--- src/rtl/nidv_pkg.sv ---
`timescale 1ns / 1ps
`default_nettype none

package nidv_pkg;

   localparam int ID_LENGTH = 11;
   localparam int COUNT_SAT = 12;
   localparam int COUNT_W   = 4;

   localparam logic [7:0] CHAR_ZERO = 8'd48;
   localparam logic [7:0] CHAR_NINE = 8'd57;

   localparam logic [11:0] CENTURY_1800 = 12'd1800;
   localparam logic [11:0] CENTURY_1900 = 12'd1900;
   localparam logic [11:0] CENTURY_2000 = 12'd2000;
   localparam logic [11:0] CENTURY_2100 = 12'd2100;
   localparam logic [11:0] CENTURY_2200 = 12'd2200;

   localparam logic [1:0] SEX_FEMALE  = 2'd0;
   localparam logic [1:0] SEX_MALE    = 2'd1;
   localparam logic [1:0] SEX_UNKNOWN = 2'd2;

   // checksum weights for digits one to ten
   localparam logic [3:0] WEIGHT_TAB [ID_LENGTH-1] = '{
      4'd9, 4'd7, 4'd3, 4'd1, 4'd9, 4'd7, 4'd3, 4'd1, 4'd9, 4'd7
   };

   typedef logic [ID_LENGTH-1:0][3:0] digits_type;

   typedef struct packed {
      logic len_ok;
      logic bad;
   } eval_type;

   typedef struct packed {
      logic        number_ok;
      logic [11:0] birth_year;
      logic [6:0]  birth_month;
      logic [6:0]  birth_day;
      logic [1:0]  sex_code;
   } result_type;

endpackage

`default_nettype wire

--- src/rtl/nidv_check.sv ---
`timescale 1ns / 1ps
`default_nettype none

module nidv_check (
   input  wire nidv_pkg::digits_type digits,
   input  wire nidv_pkg::eval_type   eval,
   output nidv_pkg::result_type      result
);
   import nidv_pkg::*;

   logic [8:0]  sum;
   logic [16:0] prod;
   logic [5:0]  quot;
   logic [8:0]  rem;
   logic        sum_ok;
   logic [6:0]  yy;
   logic [6:0]  raw;
   logic [6:0]  day;
   logic [6:0]  month;
   logic [11:0] century;
   logic [11:0] year;
   logic        leap;
   logic [6:0]  dim;
   logic        month_ok;
   logic        day_ok;
   logic        ok;

   always_comb begin
      sum = '0;
      for (int i = 0; i < ID_LENGTH - 1; i++) begin
         sum = sum + 9'(WEIGHT_TAB[i]) * 9'(digits[i]);
      end
      // sum mod 10 by reciprocal, exact for sums below 512
      prod   = 17'(sum) * 17'd205;
      quot   = prod[16:11];
      rem    = sum - 9'(quot) * 9'd10;
      sum_ok = (rem[3:0] == digits[ID_LENGTH-1]);

      yy  = 7'(digits[0]) * 7'd10 + 7'(digits[1]);
      raw = 7'(digits[2]) * 7'd10 + 7'(digits[3]);
      day = 7'(digits[4]) * 7'd10 + 7'(digits[5]);

      century = '0;
      month   = raw;
      if (raw inside {[7'd81:7'd92]}) begin
         century = CENTURY_1800;
         month   = raw - 7'd80;
      end else if (raw inside {[7'd1:7'd12]}) begin
         century = CENTURY_1900;
      end else if (raw inside {[7'd21:7'd32]}) begin
         century = CENTURY_2000;
         month   = raw - 7'd20;
      end else if (raw inside {[7'd41:7'd52]}) begin
         century = CENTURY_2100;
         month   = raw - 7'd40;
      end else if (raw inside {[7'd61:7'd72]}) begin
         century = CENTURY_2200;
         month   = raw - 7'd60;
      end
      year = century + 12'(yy);

      // century years are leap only for the 2000s
      leap = (yy == 7'd0) ? (century == CENTURY_2000) : (yy[1:0] == 2'b00);

      case (month)
         7'd2:    dim = leap ? 7'd29 : 7'd28;
         7'd4,
         7'd6,
         7'd9,
         7'd11:   dim = 7'd30;
         default: dim = 7'd31;
      endcase

      month_ok = (month >= 7'd1) && (month <= 7'd12);
      day_ok   = month_ok && (day >= 7'd1) && (day <= dim);
      ok       = eval.len_ok && !eval.bad && sum_ok && day_ok;

      if (eval.len_ok) begin
         result.number_ok   = ok;
         result.birth_year  = year;
         result.birth_month = month;
         result.birth_day   = day;
         if (ok) begin
            result.sex_code = digits[ID_LENGTH-2][0] ? SEX_MALE : SEX_FEMALE;
         end else begin
            result.sex_code = SEX_UNKNOWN;
         end
      end else begin
         result.number_ok   = 1'b0;
         result.birth_year  = '0;
         result.birth_month = '0;
         result.birth_day   = '0;
         result.sex_code    = SEX_UNKNOWN;
      end
   end

endmodule

`default_nettype wire

--- src/rtl/national_id_number_validator.sv ---
`timescale 1ns / 1ps
`default_nettype none

// Checks an 11-digit Polish personal ID sent as ASCII characters, one request
// per cycle, with req_last on the final character. Characters are counted
// (saturating at 12) and their digits kept in a register file; a request with
// req_last raises one response via eval_ff and rsp_ff, carrying validity
// (length, digits only, 9-7-3-1 checksum, month and day with leap years), the
// decoded birth date and the sex. A wrong length gives zero date fields and sex
// unknown (2). Throughput is one character per cycle; the input stalls only
// while a finished check waits behind an unconsumed response register.
module national_id_number_validator (
   input  wire logic        clock,
   input  wire logic        reset,
   input  wire logic        req_valid,
   output logic             req_ready,
   input  wire logic [7:0]  req_char_code,
   input  wire logic        req_last,
   output logic             rsp_valid,
   input  wire logic        rsp_ready,
   output logic             rsp_number_ok,
   output logic [11:0]      rsp_birth_year,
   output logic [6:0]       rsp_birth_month,
   output logic [6:0]       rsp_birth_day,
   output logic [1:0]       rsp_sex_code
);
   import nidv_pkg::*;

   digits_type        digit_ff;
   logic [COUNT_W-1:0] count_ff, count_in;
   logic              bad_ff, bad_in;
   logic              eval_valid_ff, eval_valid_in;
   eval_type          eval_ff, eval_in;
   logic              rsp_valid_ff, rsp_valid_in;
   result_type        rsp_ff;
   result_type        check_res;

   logic              req_fire;
   logic              rsp_free;
   logic              is_digit;
   logic [3:0]        digit_in;

   assign rsp_free  = !rsp_valid_ff || rsp_ready;
   assign req_ready = !eval_valid_ff || rsp_free;
   assign req_fire  = req_valid && req_ready;
   assign is_digit  = req_char_code inside {[CHAR_ZERO:CHAR_NINE]};
   assign digit_in  = is_digit ? 4'(req_char_code - CHAR_ZERO) : 4'd0;

   always_comb begin
      count_in      = count_ff;
      bad_in        = bad_ff;
      eval_in       = eval_ff;
      eval_valid_in = eval_valid_ff && !rsp_free;
      rsp_valid_in  = eval_valid_ff || (rsp_valid_ff && !rsp_ready);
      if (req_fire) begin
         if (req_last) begin
            count_in      = '0;
            bad_in        = 1'b0;
            eval_valid_in = 1'b1;
            eval_in.len_ok = (count_ff == COUNT_W'(ID_LENGTH - 1));
            eval_in.bad    = bad_ff || !is_digit;
         end else begin
            bad_in = bad_ff || !is_digit;
            if (count_ff < COUNT_W'(COUNT_SAT)) begin
               count_in = count_ff + 1'b1;
            end
         end
      end
   end

   always_ff @(posedge clock) begin
      if (reset) begin
         count_ff      <= '0;
         bad_ff        <= 1'b0;
         eval_valid_ff <= 1'b0;
         rsp_valid_ff  <= 1'b0;
      end else begin
         count_ff      <= count_in;
         bad_ff        <= bad_in;
         eval_valid_ff <= eval_valid_in;
         rsp_valid_ff  <= rsp_valid_in;
      end
   end

   // payload registers
   always_ff @(posedge clock) begin
      eval_ff <= eval_in;
      if (req_fire && count_ff < COUNT_W'(ID_LENGTH)) begin
         digit_ff[count_ff] <= digit_in;
      end
      if (eval_valid_ff && rsp_free) begin
         rsp_ff <= check_res;
      end
   end

   nidv_check u_check (
      .digits (digit_ff),
      .eval   (eval_ff),
      .result (check_res)
   );

   assign rsp_valid       = rsp_valid_ff;
   assign rsp_number_ok   = rsp_ff.number_ok;
   assign rsp_birth_year  = rsp_ff.birth_year;
   assign rsp_birth_month = rsp_ff.birth_month;
   assign rsp_birth_day   = rsp_ff.birth_day;
   assign rsp_sex_code    = rsp_ff.sex_code;

endmodule

`default_nettype wire
--- config.mk ---
export PLATFORM = sky130hd
export DESIGN_NAME = national_id_number_validator
export DESIGN_NICKNAME = d
export VERILOG_FILES = /design/src/rtl/nidv_pkg.sv /design/src/rtl/nidv_check.sv /design/src/rtl/national_id_number_validator.sv
export SDC_FILE = /design/constraint.sdc
export NUM_CORES = 1
export LEC_CHECK = 0
export BUFFER_PORTS_ARGS = -buffer_cell sky130_fd_sc_hd__clkbuf_2
export CAP_MARGIN = 40
export CORE_MARGIN = 2
export CORE_UTILIZATION = 50
export CTS_CLUSTER_SIZE = 20
export DETAILED_ROUTE_END_ITERATION = 8
export HOLD_SLACK_MARGIN = 0.1
export PLACE_DENSITY = 0.67
export SETUP_SLACK_MARGIN = 0.05
export SLEW_MARGIN = 5
export SYNTH_ARGS = -nofsm -noshare
export SYNTH_HDL_FRONTEND = slang
export SYNTH_SLANG_ARGS = --single-unit
--- constraint.sdc ---
create_clock -name clock -period 11.6 [get_ports clock]
set_input_delay 1.16 -clock clock [delete_from_list [all_inputs] [get_ports clock]]
set_output_delay 1.16 -clock clock [all_outputs]
set_load 0.1 [all_outputs]
==> impl_summary.txt <==
----------------------------------------------------
[Clock network]
  H-tree level count ... 3
  CTS tree ... done
  Buffer cell driving the clock tree root ... sky130_fd_sc_hd__clkbuf_16
  Number of buffers inserted to repair setup after CTS ... 0
  Buffer levels on the longest clock path ... 2
  Number of hold buffers added after cts ... 0
  Clock transition at the registers of the reported paths ... 0.06 ns
  Clock latency of the later-clocked register in the worst-skew pair ... 0.34 ns
  Clock sinks ... 82
  Total CTS buffers ... 9
  Count of cells resized by post-cts repair ... 0

[GRT]
  Met3 layer usage reported by global route ... 0.0476
  Maximum number of pins on one net before global-route repair ... 30
  Global-route wire length before repair ... 28200 µm
  Total grt overflow ... 0
  Fraction of met2 tracks used by global routing ... 0.334
  Via count of the first global-routing pass ... 5663
  M1 GR Usage ... 0.276
  Initial antenna violation count ... 0
  Global-route total usage across every layer ... 0.204
  Grt peak-use layer ... met2

[Synth]
  Most used flip-flop cell after synthesis ... sky130_fd_sc_hd__edfxtp_1
  Commonest cells post-synth ... sky130_fd_sc_hd__inv_1 (156), sky130_fd_sc_hd__ha_1 (132), sky130_fd_sc_hd__fa_1 (89), sky130_fd_sc_hd__edfxtp_1 (75), sky130_fd_sc_hd__and2_1 (36)
  Nets in the synthesized netlist ... 987
  Number of synthesized flops with an enable pin ... 75
  Synthesized instance count ... 753
  Count of different cell masters after synthesis ... 82
  Synth top area cells ... sky130_fd_sc_hd__edfxtp_1 (27%), sky130_fd_sc_hd__fa_1 (21%), sky130_fd_sc_hd__ha_1 (20%)
  Portion of the post-synthesis area used by sequential elements ... 0.283
  Post-synthesis area per instance ... around 11 µm²
  Share of Yosys cell area claimed by the top area cell type ... 0.266
  Most frequent cell after synthesis ... sky130_fd_sc_hd__inv_1
  Cell taking the most area after synthesis ... sky130_fd_sc_hd__edfxtp_1
  Netlist area before placement ... 8450 µm²
  Number of warnings printed during yosys synthesis ... 0
  Post-synth ARST share ... 0
  Yosys reg bits ... between 80 and 90

[STA]
  Final cycle utilization of the critical path ... 0.926
  Setup tns final ... 0 ns
  Maximum operating frequency ... 0.0931 GHz
  Rel. slew slack ... 0.485
  Hold WS ... between 0.4 and 0.5 ns
  Final Slew Violations ... 0
  Setup repair after global routing missed its margin ... no
  Final Critical Period ... around 11 ns
  Actual transition at the worst max-transition pin ... 0.770 ns
  Final hold viol count ... 0
  Clock skew ... 0.00714 ns
  Setup-violating endpoint count in the final report ... 0

[Placement]
  Routability congestion estimate ... 0.913
  Half-perimeter wire length after placement ... roughly 15000 µm
  Post-Place Cells ... 1008
  Number of buffers added on ports ... 43

[Run status]
  Outcome ... complete, no violations

[Setup path]
  Worst path buffer plus inverter count ... 7
  Cell repeated most along the worst path ... sky130_fd_sc_hd__fa_1
  Kind of critical path ... reg -> reg
  Crit Reg-Reg Startpoint ... digit_ff[6]$_DFFE_PP_
  Kind of launch point of the worst setup path ... register
  Origin of the worst setup path ... digit_ff[6]$_DFFE_PP_
  Category of the worst setup path capture point ... register
  Largest stage delay on the critical path ... 0.61 ns
  Endpoint arrival time on the critical path ... 10.80 ns
  Slowest cell on the critical path ... sky130_fd_sc_hd__fa_1
  Cell family with most CP delay ... adder cells
  Worst Path Max Fanout ... 5
  Crit path required time ... 11.66 ns

[Final layout]
  Share of the core filled with cells ... 0.555
  Final net count ... 1033
  Post-route insts no fill ... 1024
  Area grow syn2layout ... 8.88%
  Layout cells sized above 1 ... 0.111
  N_diodes ... 0

[Route]
  Average wire length per cell after detail routing ... 16.7 µm
  Total iterations of the first detailed-routing run ... 5
  Wire length reported by the detailed router ... 17100 µm
  Via-per-instance ratio ... 5.32
  Number of vias after detailed routing ... 5445
  Count of antenna-violating nets left after detailed routing ... 0
  Number of remaining DRC errors ... 0
  Iteration-0 DRC count of the detailed router ... 266

[Min path]
  Min-delay src ... eval_valid_ff$_SDFF_PP0_
  Path type of the worst min-delay path ... reg -> reg

[Floorplan]
  Count of pins on the block boundary ... 44
  Width of the chip ... ~130 µm
  Number of rows created at floorplan ... 47
  Initial standard-cell utilization of the core ... 0.510
  Die area ... 18000 µm²
  Vertical die dimension ... approximately 130 µm
  Core footprint ... 16600 µm²

[Job]
  Number of maximum-capacitance violations ... 0

----------------------------------------------------
metal layers:
layer,wire (µm),part of all wire,up-vias
met2,8110,0.47,148
met4,269,0.016,0
met5,0,0,-
li1,-,-,2608
met1,7780,0.45,2668
met3,956,0.056,21
stage by stage:
stage	worst slack, ns	instance area (µm²)
floorplan	1.52	8450
global placement	1.12	8900
detailed placement	0.839	8910
CTS	0.803	9200
global route	0.291	9200
finish	0.863	9200
sequential cells by signal, indices dropped and copies added (netlist names), 2 cells and up:
signal,cells
rsp_sex_code,2
eval_ff,2
rsp_birth_month,7
rsp_birth_year,12
rsp_birth_day,7
count_ff,4
digit_ff,44
layout make-up:
cell class                 instances  area, µm²
fill                            1419       7380
multi-input combinational        504       5420
sequential                        82       2390
inverter                         157        589
tap                              220        275
timing repair buffer              45        230
clock buffer                      10        229
clock inverter                     6       67.6
cells in the final DEF, fill, tap and decap left out, types with 7 or more instances in the layout:
master                        n
sky130_fd_sc_hd__xor2_1      11
sky130_fd_sc_hd__o21ai_0     11
sky130_fd_sc_hd__ha_1       132
sky130_fd_sc_hd__and2_1      36
sky130_fd_sc_hd__nor2b_1      8
sky130_fd_sc_hd__inv_1      156
sky130_fd_sc_hd__clkbuf_16    9
sky130_fd_sc_hd__clkbuf_2    43
sky130_fd_sc_hd__nor2_1      18
sky130_fd_sc_hd__nand2_1     17
sky130_fd_sc_hd__nor3_1       8
sky130_fd_sc_hd__nand3_1      9
sky130_fd_sc_hd__fa_1        89
sky130_fd_sc_hd__dfxtp_1      7
sky130_fd_sc_hd__xnor2_1     31
sky130_fd_sc_hd__a21o_1      12
sky130_fd_sc_hd__a21oi_1     21
sky130_fd_sc_hd__edfxtp_1    75
kinds of logic after synthesis:
logic type      count (synthesis)  share of synthesized area
simple gates                  139                     0.0947
compound gates                 98                     0.0893
xor+xnor                       43                     0.0462
buf+inv                       167                     0.0761
fa+ha+maj                     221                      0.406
flops                          82                      0.283
mux                             3                    0.00459
worst min-delay path, stage by stage, from the launching register on:
cell and delay (ns):
sky130_fd_sc_hd__dfxtp_1 0.34, sky130_fd_sc_hd__nor2_1 0.05, sky130_fd_sc_hd__nor2_1 0.07
final timing paths:
check / end / slack, ns / cells after the start
setup / recovery: rsp_sex_code[1]$_SDFFCE_PN1P_ / 0.86 / 35
setup reg to reg: rsp_sex_code[1]$_SDFFCE_PN1P_ / 0.86 / 35
hold reg to reg: rsp_valid$_SDFF_PP0_ / 0.49 / 2
hold / removal: rsp_valid$_SDFF_PP0_ / 0.49 / 2
Power is left out: the tool's default activity adds up to more than one toggle a clock period on the data nets, which glitch-free logic cannot reach.
